File: src/design/ifmd_pkg.sv
// Package for the integer floor/modulo divide unit: widths, codes and
// the types passed along the divider chain. Depends on nothing.
`default_nettype none

package ifmd_pkg;

  localparam int unsigned DATA_WIDTH = 32;
  localparam int unsigned CFG_WIDTH  = DATA_WIDTH;
  localparam int unsigned IDX_WIDTH  = 2;
  localparam int unsigned LATENCY    = DATA_WIDTH + 2;

  typedef enum logic [1:0] {
    OP_FLOOR_MOD  = 2'd0,
    OP_TRUNC_MOD  = 2'd1,
    OP_FLOOR_DIV  = 2'd2
  } op_e;

  typedef enum logic [1:0] {
    BC_NONE     = 2'd0,
    BC_DIVIDEND = 2'd1,
    BC_DIVISOR  = 2'd2
  } bcast_e;

  typedef enum logic [IDX_WIDTH-1:0] {
    REG_OPERATION = 2'd0,
    REG_BCAST     = 2'd1,
    REG_SCALAR    = 2'd2
  } reg_idx_e;

  typedef struct packed {
    logic                  a_neg;
    logic                  b_neg;
    logic                  b_zero;
    logic                  last;
    logic [DATA_WIDTH-1:0] b;
  } side_t;

  typedef struct packed {
    logic [DATA_WIDTH-1:0] rem;
    logic [DATA_WIDTH-1:0] aq;
    logic [DATA_WIDTH-1:0] bm;
    side_t                 side;
  } work_t;

endpackage

`default_nettype wire

File: src/design/ifmd_cell.sv
// One restoring-division cell: produces one quotient bit and hands the
// partial remainder on. Depends on ifmd_pkg.
`default_nettype none

module ifmd_cell (
  input  logic            clk_i,
  input  logic            rst_ni,
  input  logic            valid_i,
  input  ifmd_pkg::work_t data_i,
  output logic            valid_o,
  output ifmd_pkg::work_t data_o
);

  localparam int unsigned W = ifmd_pkg::DATA_WIDTH;

  logic [W-1:0]    shifted;
  logic [W:0]      trial;
  logic            fits;
  logic            valid_q;
  ifmd_pkg::work_t data_d, data_q;

  always_comb begin
    shifted = {data_i.rem[W-2:0], data_i.aq[W-1]};
    trial   = {1'b0, shifted} - {1'b0, data_i.bm};
    fits    = !trial[W];
    data_d      = data_i;
    data_d.rem  = fits ? trial[W-1:0] : shifted;
    data_d.aq   = {data_i.aq[W-2:0], fits};
  end

  always_ff @(posedge clk_i or negedge rst_ni) begin
    if (!rst_ni) begin
      valid_q <= 1'b0;
    end else begin
      valid_q <= valid_i;
    end
  end

  always_ff @(posedge clk_i) begin
    data_q <= data_d;
  end

  assign valid_o = valid_q;
  assign data_o  = data_q;

endmodule

`default_nettype wire

File: config.mk
export PLATFORM = sky130hd
export DESIGN_NAME = ifmd_cell
export DESIGN_NICKNAME = d
export VERILOG_FILES = /design/src/design/ifmd_pkg.sv /design/src/design/ifmd_cell.sv
export SDC_FILE = /design/constraint.sdc
export NUM_CORES = 1
export LEC_CHECK = 0
export ABC_AREA = 1
export BUFFER_PORTS_ARGS = -buffer_cell sky130_fd_sc_hd__buf_2
export CELL_PAD_IN_SITES_DETAIL_PLACEMENT = 1
export CELL_PAD_IN_SITES_GLOBAL_PLACEMENT = 2
export CORE_ASPECT_RATIO = 0.6
export CORE_MARGIN = 5
export CORE_UTILIZATION = 24
export DETAILED_ROUTE_END_ITERATION = 12
export GPL_TIMING_DRIVEN = 0
export HOLD_SLACK_MARGIN = 0.15
export PLACE_DENSITY_LB_ADDON = 0.1
export SLEW_MARGIN = 20
export SYNTH_ARGS = -nofsm -noshare
export SYNTH_HDL_FRONTEND = slang
export SYNTH_SLANG_ARGS = --single-unit
File: constraint.sdc
create_clock -name clk_i -period 0.8 [get_ports clk_i]
set_clock_uncertainty 0.2 [all_clocks]
set_input_delay 0.08 -clock clk_i [delete_from_list [all_inputs] [get_ports clk_i]]
set_output_delay 0.08 -clock clk_i [all_outputs]
set_load 0.02 [all_outputs]
==> out/qor.txt <==
Fin cells: 1483
Post-synth top cells: 271 x sky130_fd_sc_hd__nand2_1, 149 x sky130_fd_sc_hd__inv_1, 132 x sky130_fd_sc_hd__dfxtp_1, 39 x sky130_fd_sc_hd__nand3_1, 38 x sky130_fd_sc_hd__nand2_2
Required time of the critical path: 930 ps
Leakage Power: 5.38 nW
Global routing usage summed across all routing layers: 17.7%
Number of enable flip-flop cells after synthesis: 0
Unique masters post-synth: 30
Unrepaired setup endpoints after global routing: true
Count of synthesis-stage warnings from yosys: 0
Met1 global-route usage: 25.1%
Final worst setup slack: -836 ps
Number of vias in the routed layout: 5936
Per-cell routed wire length: 16.5 um
Proportion of synthesized chip area in sequential cells: 46.0%
Clock Tree Buf Depth: 2
Initial core utilization: 24.2%
Design Area, Final: 10500 um2
Full die area: 27500 um2
Post-Synthesis Mean Instance Area: 7.47 um2
Post-place setup slack: -1720 ps
Multi-input logic area: 2930 um2
Post-synthesis cell count: 777
Register bit total from synthesis: 133
Tightest slew margin relative to the limit: 80.5%
DRT iter0 DRCs: 228
Number of clock sinks seen by CTS: 133
TritonCTS clock tree: yes
FP Rows: 44
Most repeated cell in the gate-level netlist after synthesis: sky130_fd_sc_hd__nand2_1
Fillers: 2861
Count of port buffers added during placement: 266
Crit Path Class: primary input to register
First-pass GRT wire length: 36800 um
Die Y-Extent: 130 um
Async S/R FF share, synth: 0.752%
Area of all sequential standard cells: 2830 um2
Placement Cell Area: 7570 um2
Minimum hold slack: -447 ps
Count of H-tree levels built during CTS: 4
Top cell type by total area after synthesis: sky130_fd_sc_hd__dfxtp_1
Iteration count of the initial detailed-routing pass: 4
Dominant synthesized flop cell: sky130_fd_sc_hd__dfxtp_1
DRC violation count after routing: 0
Die Wd: 211 um
Type of element launching the critical path: primary input
Violated checks: hold timing, setup timing
Fraction of layout instances using a drive strength above 1: 51.7%
Top fanout value on the critical path: 10
Post-Syn Area: 5800 um2
Maximum vdd drop: 1.32 mV
Post-synthesis net count: 945
TritonCTS buffer count: 17
Max Slew Vio Count: 0
Number of nets still failing antenna checks after routing: 0
Detailed Route WL: 24500 um
Run status: finished with violations
Vias per inst: 4.00
Pin count of the biggest net entering global routing: 17
Most congested layer reported by global routing: met2
Gp weighted congestion: 0.807
# IOs: 268
Yosys top cell area share: 45.5%
Root buffer cell: sky130_fd_sc_hd__clkbuf_16
HP Class: primary input to register
CTS clock-pin slew for the worst setup and hold paths: 60 ps
Fraction of the core area covered by cells at the end of the flow: 43.8%
Vias in the first global route: 6383
Overflow left after global routing: 0
Max Cap Viol: 0
Nets: 1316
Hold Fails Final Rpt: 64
Post-DP HPWL: 18100 um
Max frequency: 0.611 GHz
Relative area change from synthesis to final layout: 81.1%
Final period demand of the worst path: 1640 ps
Global Route met2 Usage: 26.4%
Power density normalized to cell area: 2030 nW/um2
Post-route clock period utilization: 205%
Arrival time of the worst setup path: 1760 ps
Number of placed instances, taps included: 1365
Floorplan core area: 24000 um2
Count of antenna diodes in the layout: 0
GR met3 Demand/Resource: 5.46%
Final setup violation count: 166
Cell types with the largest area share after synthesis: sky130_fd_sc_hd__dfxtp_1 46%, sky130_fd_sc_hd__nand2_1 18%, sky130_fd_sc_hd__inv_1 9.6%, sky130_fd_sc_hd__ha_1 6.9%, sky130_fd_sc_hd__nand2_2 4.1%
Number of antenna violations at the first check in global routing: 0
CP Capture Type: register
Transition at the pin with the smallest max-transition slack: 292 ps
[cell type report]
cell class,count,area share (%)
buffer,6,1.10
clock buffer,20,4.34
clock inverter,12,1.17
inverter,157,5.80
multi-input combinational,481,27.9
sequential,133,26.9
tap,322,3.83
timing repair buffer,352,28.9
[layout by cell type, fill, tap and decap left out, types with 3 or more instances in the layout]
cell type / n
sky130_fd_sc_hd__nand2_2: 61
sky130_fd_sc_hd__o21bai_1: 3
sky130_fd_sc_hd__a21oi_1: 10
sky130_fd_sc_hd__dlygate4sd3_1: 70
sky130_fd_sc_hd__nor3_1: 3
sky130_fd_sc_hd__nand3b_1: 4
sky130_fd_sc_hd__dfxtp_2: 132
sky130_fd_sc_hd__inv_2: 12
sky130_fd_sc_hd__buf_12: 7
sky130_fd_sc_hd__inv_1: 143
sky130_fd_sc_hd__ha_4: 17
sky130_fd_sc_hd__nor2_2: 15
sky130_fd_sc_hd__nand2_4: 6
sky130_fd_sc_hd__a21oi_2: 6
sky130_fd_sc_hd__ha_2: 9
sky130_fd_sc_hd__nand2_1: 243
sky130_fd_sc_hd__buf_6: 134
sky130_fd_sc_hd__nand3_2: 10
sky130_fd_sc_hd__buf_4: 14
sky130_fd_sc_hd__clkbuf_16: 17
sky130_fd_sc_hd__nor2_1: 27
sky130_fd_sc_hd__ha_1: 6
sky130_fd_sc_hd__nand4_1: 4
sky130_fd_sc_hd__buf_2: 131
sky130_fd_sc_hd__clkinvlp_4: 7
sky130_fd_sc_hd__inv_8: 3
sky130_fd_sc_hd__xor2_1: 13
sky130_fd_sc_hd__nand3_1: 27
[report_power, final]
group          internal [mW]  switching, mW
clock                   4.49           3.30
sequential              7.31          0.261
combinational           2.79           3.23
total                   14.6           6.79
[worst paths after layout]
| kind | start | end | slack (ps) | cells after the start |
|---|---|---|---|---|
| max | data_i[99] | data_o[117] | -840 | 17 |
| min | data_i[36] | data_o[36] | -450 | 1 |
| max in group asynchronous | rst_ni | valid_o | 560 | 2 |
| min in group asynchronous | rst_ni | valid_o | -240 | 2 |
[repair_timing]
action                                 CTS  global route
gates resized for setup                466            44
hold buffers                            70             1
setup endpoints to repair              166           167
cloned                                   1             0
buffers inserted                        10             5
pin swaps                                6             2
endpoints found under the hold margin  133           133
[state kept, by name (all words and copies together), names as in the netlist]
register / flops
data_o: 132
valid_o: 1
[per-layer routing]
metal / share of wire, % / vias to the layer above / routed length (um)
li1: - / 3048 / -
met1: 50 / 2735 / 12200
met2: 44 / 127 / 10700
met3: 5.2 / 26 / 1280
met4: 1.5 / 0 / 363
met5: 0 / - / 0
[worst max-delay path: stages]
cell                      delay [ps]
sky130_fd_sc_hd__buf_12           90
sky130_fd_sc_hd__inv_12           30
sky130_fd_sc_hd__ha_4            150
sky130_fd_sc_hd__fa_2            350
sky130_fd_sc_hd__inv_2            80
sky130_fd_sc_hd__nand3_2          80
sky130_fd_sc_hd__nand3_4         100
sky130_fd_sc_hd__nand2_2          70
sky130_fd_sc_hd__nand2_2          70
sky130_fd_sc_hd__nand2_2          60
sky130_fd_sc_hd__nand2_4          80
sky130_fd_sc_hd__nand2_4          70
sky130_fd_sc_hd__nand2_8         130
sky130_fd_sc_hd__inv_8            60
sky130_fd_sc_hd__buf_12          150
sky130_fd_sc_hd__nand2_2          70
sky130_fd_sc_hd__nand2_1          50
[through the flow]
step                      power, mW  TNS, ps
after global placement         11.9   -51390
after CTS                      21.5   -76920
final                          21.4   -73420
after floorplan                10.2   -34810
after detailed placement       11.9   -51390
after global routing           22.5   -80710
[kinds of logic (layout without fill, tap and decap cells)]
logic type / count (synthesis) / after routing / share of synthesized area, %
compound gates: 24 / 24 / 2.39
xor+xnor: 15 / 15 / 2.26
fa+ha+maj: 33 / 33 / 7.24
buf+inv: 163 / 547 / 11.6
flops: 133 / 133 / 46.0
simple gates: 409 / 409 / 30.5
Note: power is estimated with default switching activity, not from simulation.
