## src/design/ifmd_pkg.sv

```systemverilog
// Package for the integer floor/modulo divide unit: widths, codes and
// the types passed along the divider chain. Depends on nothing.
`default_nettype none

package ifmd_pkg;

  localparam int unsigned DATA_WIDTH = 32;
  localparam int unsigned CFG_WIDTH  = DATA_WIDTH;
  localparam int unsigned IDX_WIDTH  = 2;
  localparam int unsigned LATENCY    = DATA_WIDTH + 2;

  typedef enum logic [1:0] {
    OP_FLOOR_MOD  = 2'd0,
    OP_TRUNC_MOD  = 2'd1,
    OP_FLOOR_DIV  = 2'd2
  } op_e;

  typedef enum logic [1:0] {
    BC_NONE     = 2'd0,
    BC_DIVIDEND = 2'd1,
    BC_DIVISOR  = 2'd2
  } bcast_e;

  typedef enum logic [IDX_WIDTH-1:0] {
    REG_OPERATION = 2'd0,
    REG_BCAST     = 2'd1,
    REG_SCALAR    = 2'd2
  } reg_idx_e;

  typedef struct packed {
    logic                  a_neg;
    logic                  b_neg;
    logic                  b_zero;
    logic                  last;
    logic [DATA_WIDTH-1:0] b;
  } side_t;

  typedef struct packed {
    logic [DATA_WIDTH-1:0] rem;
    logic [DATA_WIDTH-1:0] aq;
    logic [DATA_WIDTH-1:0] bm;
    side_t                 side;
  } work_t;

endpackage

`default_nettype wire

```

## src/design/ifmd_post.sv

```systemverilog
// Sign correction and result selection at the tail of the chain.
// Depends on ifmd_pkg.
`default_nettype none

module ifmd_post (
  input  logic                            clk_i,
  input  logic                            rst_ni,
  input  logic                            valid_i,
  input  ifmd_pkg::work_t                 data_i,
  input  logic [1:0]                      op_i,
  output logic                            valid_o,
  output logic [ifmd_pkg::DATA_WIDTH-1:0] value_o,
  output logic                            zero_divisor_o,
  output logic                            last_out_o
);

  logic [ifmd_pkg::DATA_WIDTH-1:0] q, r, res;
  logic                            diff, adjust;
  logic                            valid_q, zero_q, last_q;
  logic [ifmd_pkg::DATA_WIDTH-1:0] value_q;

  always_comb begin
    diff   = data_i.side.a_neg ^ data_i.side.b_neg;
    q      = diff ? -data_i.aq : data_i.aq;
    r      = data_i.side.a_neg ? -data_i.rem : data_i.rem;
    adjust = (data_i.rem != '0) && diff;
    case (op_i)
      ifmd_pkg::OP_FLOOR_MOD: res = adjust ? r + data_i.side.b : r;
      ifmd_pkg::OP_TRUNC_MOD: res = r;
      ifmd_pkg::OP_FLOOR_DIV: res = adjust ? q - 1'b1 : q;
      default:                res = '0;
    endcase
    if (data_i.side.b_zero) begin
      res = '0;
    end
  end

  always_ff @(posedge clk_i or negedge rst_ni) begin
    if (!rst_ni) begin
      valid_q <= 1'b0;
    end else begin
      valid_q <= valid_i;
    end
  end

  always_ff @(posedge clk_i) begin
    value_q <= res;
    zero_q  <= data_i.side.b_zero;
    last_q  <= data_i.side.last;
  end

  assign valid_o        = valid_q;
  assign value_o        = value_q;
  assign zero_divisor_o = zero_q;
  assign last_out_o     = last_q;

endmodule

`default_nettype wire

```

## config.mk

```make
export PLATFORM = sky130hd
export DESIGN_NAME = ifmd_post
export DESIGN_NICKNAME = d
export VERILOG_FILES = /design/src/design/ifmd_pkg.sv /design/src/design/ifmd_post.sv
export SDC_FILE = /design/constraint.sdc
export NUM_CORES = 1
export LEC_CHECK = 0
export ABC_CLOCK_PERIOD_IN_PS = 800
export BUFFER_PORTS_ARGS = -buffer_cell sky130_fd_sc_hd__buf_2
export CAP_MARGIN = 40
export CELL_PAD_IN_SITES_DETAIL_PLACEMENT = 0
export CELL_PAD_IN_SITES_GLOBAL_PLACEMENT = 2
export CORE_MARGIN = 4
export CORE_UTILIZATION = 26
export DETAILED_ROUTE_END_ITERATION = 6
export PLACE_DENSITY = 0.79
export SYNTH_ARGS = -nofsm -noshare
export SYNTH_HDL_FRONTEND = slang
export SYNTH_SLANG_ARGS = --single-unit
export TNS_END_PERCENT = 10
```

## constraint.sdc

```tcl
create_clock -name clk_i -period 0.8 [get_ports clk_i]
set_input_delay 0.04 -clock clk_i [delete_from_list [all_inputs] [get_ports clk_i]]
set_output_delay 0.04 -clock clk_i [all_outputs]
set_load 0.01 [all_outputs]
```

==> flow_summary.json, run 1 <==
{
  "overflow": 0,
  "antenna_found_initial": 1,
  "status": "finished with violations",
  "dr_total_vias": 7145,
  "cp_num_buf_inv": 4,
  "path_cells": "buf_2 -> or4_1 -> or4_4 -> buf_4 -> o31ai_4 -> xnor2_1 -> ha_1 -> buf_4 -> and2_1 -> a41o_1 -> o311ai_4 -> buf_6 -> or2_4 -> a311oi_2 -> a21oi_2 -> o22ai_1",
  "first_pass_iters": 4,
  "place_inst": 1421,
  "num-fill-cells": 2086,
  "critPathCaptureType": "flop",
  "stdcell_count": 1448,
  "syn_inst": 746,
  "die-area_sq_mm": 0.02335,
  "layout_common_cells": "buf_4, buf_2, xnor2_1, nor2_1, nand2_1",
  "max_freq_mhz": 272.3,
  "grt_pass1_wl_um": 35870,
  "cpPeakStageDelay_ps": 630,
  "setup_ws_ps": -2872,
  "synth_area_sq_mm": 0.005451,
  "rsz0062_at_grt": "yes",
  "period_share": 4.591,
  "row_count": 52,
  "cp_num_cells": 16,
  "area_delta_synth_final_pct": 74.96,
  "ys_ff_latch": 35,
  "p_leak_uw": 0.004240,
  "track_usage": 0.1848,
  "dp_hpwl_um": 19010,
  "synth_edf_count": 0,
  "clkTransAtPathRegs_ps": 60,
  "max_slew_margin": 0.5165,
  "syn_nets": 922,
  "syn_avg_cell_area_sq_um": 7.308,
  "critPathArrivalTime_ps": 3880,
  "die_x_um": 152.8,
  "portBuffers": 139,
  "diodes": 0,
  "tritoncts": "yes",
  "drv_cap": 0,
  "ys.flop_type": "dfxtp_1",
  "worst_path_max_delay_cell": "or4_4",
  "cts_buffers": 5,
  "top_level_ports": 172,
  "power.total_uw": 11410,
  "async_flop_share": 0.02857,
  "final_common_cell": "buf_4",
  "timing.final.max_slew_violations": 0,
  "root_buffer": "clkbuf_16",
  "drive_above_1_share": 0.4932,
  "finalHoldViolCount": 0,
  "first_iter_violations": 280,
  "power_density_mw_per_mm2": 1196,
  "tightest_slew_ps": 723.4,
  "grt_pass1_vias": 7392,
  "clockBufferDepth": 2,
  "hold_class": "input port to async pin",
  "core_area_sq_mm": 0.02043,
  "synth_area_leaders": "xnor2_1, dfxtp_1, ha_1, a21oi_1, nor2_1",
  "yosysTopAreaCellShare": 0.1333,
  "dieHeight_um": 152.8,
  "cp_common_cell": "buf_4",
  "synth_area_leader_cell": "xnor2_1",
  "initial_utilization": 0.2668,
  "cts_sinks": 35,
  "ant_nets": 0,
  "wl_um": 22570,
  "grt_max_degree": 22,
  "critPathRequiredTime_ps": 1010,
  "wl_per_cell_um": 15.58,
  "yosysWarnings": 0,
  "finalSetupViolations": 33,
  "min_period_ps": 3672,
  "gp_routability_congestion": 0.9111,
  "critPathTopFamily": "simple AND/OR/NAND/NOR gates",
  "cp_max_fo": 7,
  "ir_drop_v": 0.0008048,
  "vias_per_cell": 4.934,
  "cts_max_level": 2,
  "violations": "negative setup slack",
  "synth.distinct_cells": 75,
  "crit_type": "input port to flop",
  "final_nets": 1353,
  "ys_seq_area_frac": 0.1294,
  "start_kind": "input port",
  "route.detailed.drc": 0
}
[synthesized netlist by cell type, types with 4 or more instances]
library cell	count
buf_6	4
o21a_1	6
and3_1	6
a21o_1	16
a311oi_1	4
o21ai_0	39
nor3b_1	5
o31a_1	4
o211ai_1	9
o31ai_1	21
nor2_1	72
or4_1	11
buf_1	4
dfxtp_1	34
nor3_1	25
nor4_1	11
o41ai_1	5
nand3_1	17
a211oi_1	8
ha_1	38
inv_1	15
nand2_1	52
or2_2	10
mux2i_1	4
nor2b_1	7
nand4_1	7
xnor2_1	83
a21oi_1	62
nand2b_1	5
o22ai_1	13
and2_1	8
xor2_1	29
or3_1	10
a31oi_1	10
clkbuf_1	31
[power by group]
group          internal [uW]  total, uW  switching [uW]
logic                   3780       7290            3500
clock network           1330       2120             791
registers               1930       2010            75.8
total                   7040      11400            4370
[stage by stage]
stage / utilization / hold slack, ps / setup TNS (ps) / setup slack [ps] / area (sq um)
global route: 0.4669 / 57.90 / -76760 / -3033 / 9538
floorplan: - / -255.6 / -72290 / -3065 / 5580
global placement: 0.4286 / -185.1 / -87700 / -3301 / 8756
detailed placement: 0.4286 / -180.7 / -88920 / -3364 / 8756
finish: 0.4669 / 51.25 / -70780 / -2872 / 9538
CTS: 0.4608 / 47.13 / -71850 / -2878 / 9414
[cells by family (layout without fill, tap and decap cells)]
logic type      count (synthesis)  after routing  share of synthesized area
simple gates                  262            262                     0.2552
compound gates                237            237                     0.2917
xor+xnor                      112            112                     0.1799
buf+inv                        57            489                    0.04544
fa+ha+maj                      39             39                    0.09089
flops                          35             35                     0.1294
mux                             4              4                   0.007345
[cell type report]
cell class                      count  area [sq um]  share of cell area
Multi-Input combinational cell    654          4971              0.5212
Inverter                           15         73.82            0.007740
Clock inverter                      1         7.507           0.0007871
Sequential cell                    35         716.9             0.07517
Tap cell                          270         337.8             0.03542
Timing Repair Buffer              466          3278              0.3437
Clock buffer                        7         152.6             0.01600
[registers in the layout, summed over array words and instances (netlist names)]
name / cells
value_o: 32
last_out_o: 1
valid_o: 1
zero_divisor_o: 1
[per-layer routing]
metal	wire length [um]	vias to the layer above	global-route usage
li1	-	3638	-
met1	9792	3300	0.2320
met2	11140	177	0.3294
met3	1228	28	0.03749
met4	382	2	0.03479
met5	20	-	0
[final timing paths]
| check | to | from |
|---|---|---|
| max in group asynchronous | valid_o$_DFF_PN0_ | rst_ni |
| min | valid_o$_DFF_PN0_ | rst_ni |
| min in group clk_i | value_o[12]$_SDFF_PP0_ | data_i[33] |
| max | value_o[25]$_SDFF_PP0_ | data_i[108] |
[what timing repair did]
item / 4_1_cts / 5_1_grt
endpoints found under the setup margin: 42 / 39
hold endpoints to repair: 4 / 0
gates resized for setup: 89 / 25
buffers inserted: 13 / 3
pin swaps: 49 / 9
hold buffers: 4 / 0
Power figures use the tool's default switching activity.
==> run 2, diff against run 1 <==
MAX_ROUTING_LAYER = met4   (was unset)
==> run 2 against run 1 <==
Against the previous run:
- routed wire length increased by 0.31%
- largest power group unchanged
- die area unchanged
- critical path depth increased by 2
- sequential power about the same
- the run still ends with negative setup slack left
- cell count decreased by 0.21%
- total power increased by 1.0%
- sequential cell count unchanged
- sequential share of layout area increased by 0.11 points
- cell area decreased by 0.59%
- critical path type unchanged
- global-route usage increased by 0.61 points
==> flow_summary.json, run 2 (same netlist as run 1, synthesis figures left out) <==
{
  "status": "finished with violations",
  "violations": "negative setup slack",
  "wl_per_cell_um": 15.67,
  "num-fill-cells": 2123,
  "grt_max_degree": 22,
  "cp_max_fo": 7,
  "dp_hpwl_um": 19020,
  "max_slew_margin": 0.5125,
  "die-area_sq_mm": 0.02335,
  "layout_common_cells": "buf_4, buf_2, xnor2_1, nor2_1, nand2_1",
  "use_met3": 0.02613,
  "initial_utilization": 0.2668,
  "clockBufferDepth": 2,
  "start_kind": "input port",
  "p_leak_uw": 0.004209,
  "die_x_um": 152.8,
  "vias_per_cell": 4.879,
  "setup_ws_ps": -2908,
  "route.detailed.drc": 0,
  "cts_max_level": 2,
  "critPathArrivalTime_ps": 3880,
  "min_period_ps": 3708,
  "antenna_found_initial": 0,
  "first_pass_iters": 5,
  "final_common_cell": "buf_4",
  "gp_routability_congestion": 0.9315,
  "finalSetupViolations": 33,
  "grt.busiest_layer": "met2",
  "ant_nets": 0,
  "power_density_mw_per_mm2": 1215,
  "cts_sinks": 35,
  "tightest_slew_ps": 729.5,
  "dpl_worst_slack_ps": -3362,
  "wl_um": 22640,
  "tritoncts": "yes",
  "drv_cap": 0,
  "root_buffer": "clkbuf_16",
  "stdcell_count": 1445,
  "clkTransAtPathRegs_ps": 60,
  "overflow": 0,
  "ir_drop_v": 0.0008282,
  "area_delta_synth_final_pct": 73.93,
  "multi_input_area_sq_mm": 0.004905,
  "finalHoldViolCount": 0,
  "core_area_sq_mm": 0.02043,
  "dieHeight_um": 152.8,
  "timing.final.max_slew_violations": 0,
  "critPathRequiredTime_ps": 970,
  "grt_pass1_vias": 7146,
  "cts_buffers": 5,
  "first_iter_violations": 332,
  "rsz0062_at_grt": "yes",
  "tns_ps": -72770,
  "fin_util": 0.4641,
  "use_met2": 0.3321,
  "largest_reg_flops": 32,
  "diodes": 0,
  "grtUsageMet1": 0.2448,
  "hold_class": "input port to async pin",
  "track_usage": 0.1909,
  "top_level_ports": 172,
  "row_count": 52,
  "period_share": 4.635,
  "regArea_sq_um": 723.2,
  "final_nets": 1350,
  "crit_type": "input port to flop",
  "place_inst": 1420,
  "portBuffers": 139,
  "critPathCaptureType": "flop",
  "drive_above_1_share": 0.4894,
  "max_freq_mhz": 269.7,
  "grt_pass1_wl_um": 35810,
  "dr_total_vias": 7050
}
[run 2: cell count changes in the layout (fill, tap and decap cells not counted), moves of 3 or more]
| cell | delta |
|---|---|
| o31ai_1 | +3 |
| o31ai_2 | -4 |
| nand2_2 | -3 |
| dfxtp_2 | +5 |
| dfxtp_1 | -5 |
| xnor2_2 | -5 |
| buf_4 | -3 |
| xnor2_1 | +5 |
[run 2: critical path, cell delays in order]
cell	delay, ps
buf_12	110
inv_12	40
ha_4	120
or4b_4	460
or4_4	510
buf_12	170
o31ai_4	210
xnor2_2	150
ha_1	280
a21oi_2	130
o211ai_1	130
or3_4	420
o311ai_4	360
o311ai_2	150
and3_1	190
nor3_2	160
xnor2_1	130
o22ai_1	80
[run 2: repair_timing]
item,in CTS,in global routing
buffers inserted,12,1
resized for setup,39,67
pin swaps,33,22
hold endpoints to repair,4,0
hold buffers,4,0
endpoints found under the setup margin,42,49
[run 2: area by class of cell]
cell class | instances | share of cell area
timing repair buffer | 463 | 0.3447
multi-input combinational | 654 | 0.5173
clock buffer | 6 | 0.01465
inverter | 15 | 0.007786
clock inverter | 2 | 0.003695
sequential | 35 | 0.07627
tap | 270 | 0.03563
[run 2: metrics by stage]
stage	power [uW]	hold WS [ps]	instance area, sq um
CTS	11270	45.53	9231
global placement	8645	-185.2	8748
finish	11520	48.96	9482
detailed placement	8668	-182.7	8748
floorplan	5423	-255.6	5580
global route	12290	43.17	9482
[run 2: layer usage]
metal / up-vias / share of wire
met4: 0 / 0.0065
met2: 148 / 0.50
met1: 3264 / 0.46
met3: 11 / 0.038
li1: 3627 / -
met5: - / 0
[run 2: final timing paths]
path | startpoint | endpoint | slack (ps) | cells past startpoint
worst min-delay path | rst_ni | valid_o$_DFF_PN0_ | 50 | 2
min in group clk_i | data_i[33] | value_o[14]$_SDFF_PP0_ | 150 | 3
max in group asynchronous | rst_ni | valid_o$_DFF_PN0_ | 670 | 2
worst max-delay path | data_i[100] | value_o[31]$_SDFF_PP0_ | -2910 | 18
[run 2: where the power goes]
group,total (uW),switching [uW],internal [uW],leakage [uW]
sequential,2010,79.7,1930,0.000298
combinational,7170,3460,3710,0.00382
clock,2340,786,1550,0.0000868
total,11500,4320,7200,0.00421
==> run 3, diff against run 2 <==
SKIP_LAST_GASP = 1   (was unset)
==> run 3 against run 2 <==
Against the previous run:
- sequential share of layout area hardly changed
- critical path type unchanged
- via count fell by 0.30%
- global-route usage decreased by 0.061 points
- sequential cell count unchanged
- the run still ends with negative setup slack left
- non-clock buffer count did not move
- first-iteration DRC count is 7.5% lower
- combinational power down 3.6%
- sequential power about the same
- core utilization shrank 1.2 points
==> flow_summary.json, run 3 (same netlist as run 1, synthesis figures left out) <==
{
  "status": "finished with violations",
  "violations": "negative setup slack",
  "grt_max_degree": 22,
  "dieHeight_um": 152.8,
  "power.total_uw": 11230,
  "crit_type": "input port to flop",
  "critPathRequiredTime_ps": 970,
  "diodes": 0,
  "track_usage": 0.1903,
  "wl_um": 22310,
  "timing.final.max_slew_violations": 0,
  "max_freq_mhz": 269.7,
  "power_density_mw_per_mm2": 1217,
  "grt_pass1_wl_um": 35700,
  "rsz0062_at_grt": "yes",
  "root_buffer": "clkbuf_16",
  "dp_hpwl_um": 19020,
  "tritoncts": "yes",
  "p_leak_uw": 0.004155,
  "cts_buffers": 5,
  "drv_cap": 0,
  "critPathCaptureType": "flop",
  "finalSetupViolations": 41,
  "cp_max_fo": 7,
  "die_x_um": 152.8,
  "clkTransAtPathRegs_ps": 60,
  "first_pass_iters": 5,
  "tightest_slew_ps": 726.9,
  "dpl_worst_slack_ps": -3362,
  "layout_common_cells": "buf_4, buf_2, xnor2_1, nor2_1, a21oi_1",
  "finalHoldViolCount": 0,
  "route.detailed.drc": 0,
  "gp_routability_congestion": 0.9315,
  "antenna_found_initial": 0,
  "overflow": 0,
  "row_count": 52,
  "dr_total_vias": 7029,
  "hold_class": "input port to async pin",
  "die-area_sq_mm": 0.02335,
  "max_slew_margin": 0.5142,
  "core_area_sq_mm": 0.02043,
  "clockBufferDepth": 2,
  "cts_max_level": 2,
  "period_share": 4.634,
  "first_iter_violations": 307,
  "fin_util": 0.4518,
  "top_level_ports": 172,
  "num-fill-cells": 2144,
  "wl_per_cell_um": 15.44,
  "portBuffers": 139,
  "setup_ws_ps": -2908,
  "area_delta_synth_final_pct": 69.31,
  "final_common_cell": "buf_4",
  "largest_reg_flops": 32,
  "critPathArrivalTime_ps": 3880,
  "grt_pass1_vias": 7131,
  "ant_nets": 0,
  "final_nets": 1350,
  "start_kind": "input port",
  "cts_sinks": 35,
  "vias_per_cell": 4.864,
  "drive_above_1_share": 0.4528,
  "min_period_ps": 3708,
  "startpoint": "data_i[103]",
  "initial_utilization": 0.2668,
  "ir_drop_v": 0.0008144
}
[run 3: cell types whose count changed in the layout (fill, tap and decap cells not counted), moves of 3 or more]
cell	before	now
a211oi_1	3	8
a211oi_2	5	0
a21oi_1	46	54
a21oi_2	17	9
buf_2	126	136
buf_4	313	316
buf_6	16	4
dfxtp_1	20	34
dfxtp_2	14	0
o21ai_0	28	34
o21ai_1	11	7
[run 3: area by class of cell]
class / count / area [sq um] / area share
multi-input combinational: 654 / 4741 / 0.5136
timing repair buffer: 463 / 3198 / 0.3465
sequential: 35 / 705.7 / 0.07645
tap: 270 / 337.8 / 0.03660
clock buffer: 6 / 138.9 / 0.01505
inverter: 15 / 73.82 / 0.007998
clock inverter: 2 / 35.03 / 0.003796
[run 3: path summary, 6_finish.rpt]
check | to | cells after the start
max in group asynchronous | valid_o$_DFF_PN0_ | 2
worst min-delay path | valid_o$_DFF_PN0_ | 2
worst max-delay path | value_o[31]$_SDFF_PP0_ | 17
min in group clk_i | value_o[12]$_SDFF_PP0_ | 3
[run 3: report_power, final]
part / switching (uW) / total, uW / internal, uW / leakage, uW
clock network: 780 / 2330 / 1550 / 0.0000868
logic: 3330 / 6910 / 3580 / 0.00377
registers: 69.9 / 1990 / 1920 / 0.000293
[run 3: critical path: stages]
cell	delay, ps
buf_2	110
buf_6	110
or4b_4	510
or4_4	510
buf_12	170
o31ai_4	210
xnor2_2	150
ha_1	280
a21oi_2	130
o211ai_1	130
or3_4	420
o311ai_4	360
o311ai_2	150
and3_1	190
nor3_2	160
xnor2_1	140
o22ai_1	80
[run 3: through the flow]
stage	cell area (sq um)	cells	setup TNS, ps	hold slack, ps
after global routing	9230	1445	-81850	43.64
after floorplan	5580	746	-72290	-255.6
after CTS	9201	1444	-75220	45.53
after global placement	8748	1420	-87750	-185.2
final	9230	1445	-75550	50.21
after detailed placement	8748	1420	-88930	-182.7
[run 3: what timing repair did]
action                                 CTS  global route
setup buffers                           12             1
setup endpoints to repair               42            49
pin swaps                               31             4
endpoints found under the hold margin    4             0
gates resized for setup                 33             5
hold buffers                             4             0
[run 3: metal layers]
layer	routed length, um	track usage	up-vias
met5	0	-	-
met4	204	0.02333	0
met3	811	0.02613	13
met2	10900	0.3279	142
met1	10400	0.2450	3249
li1	-	-	3625
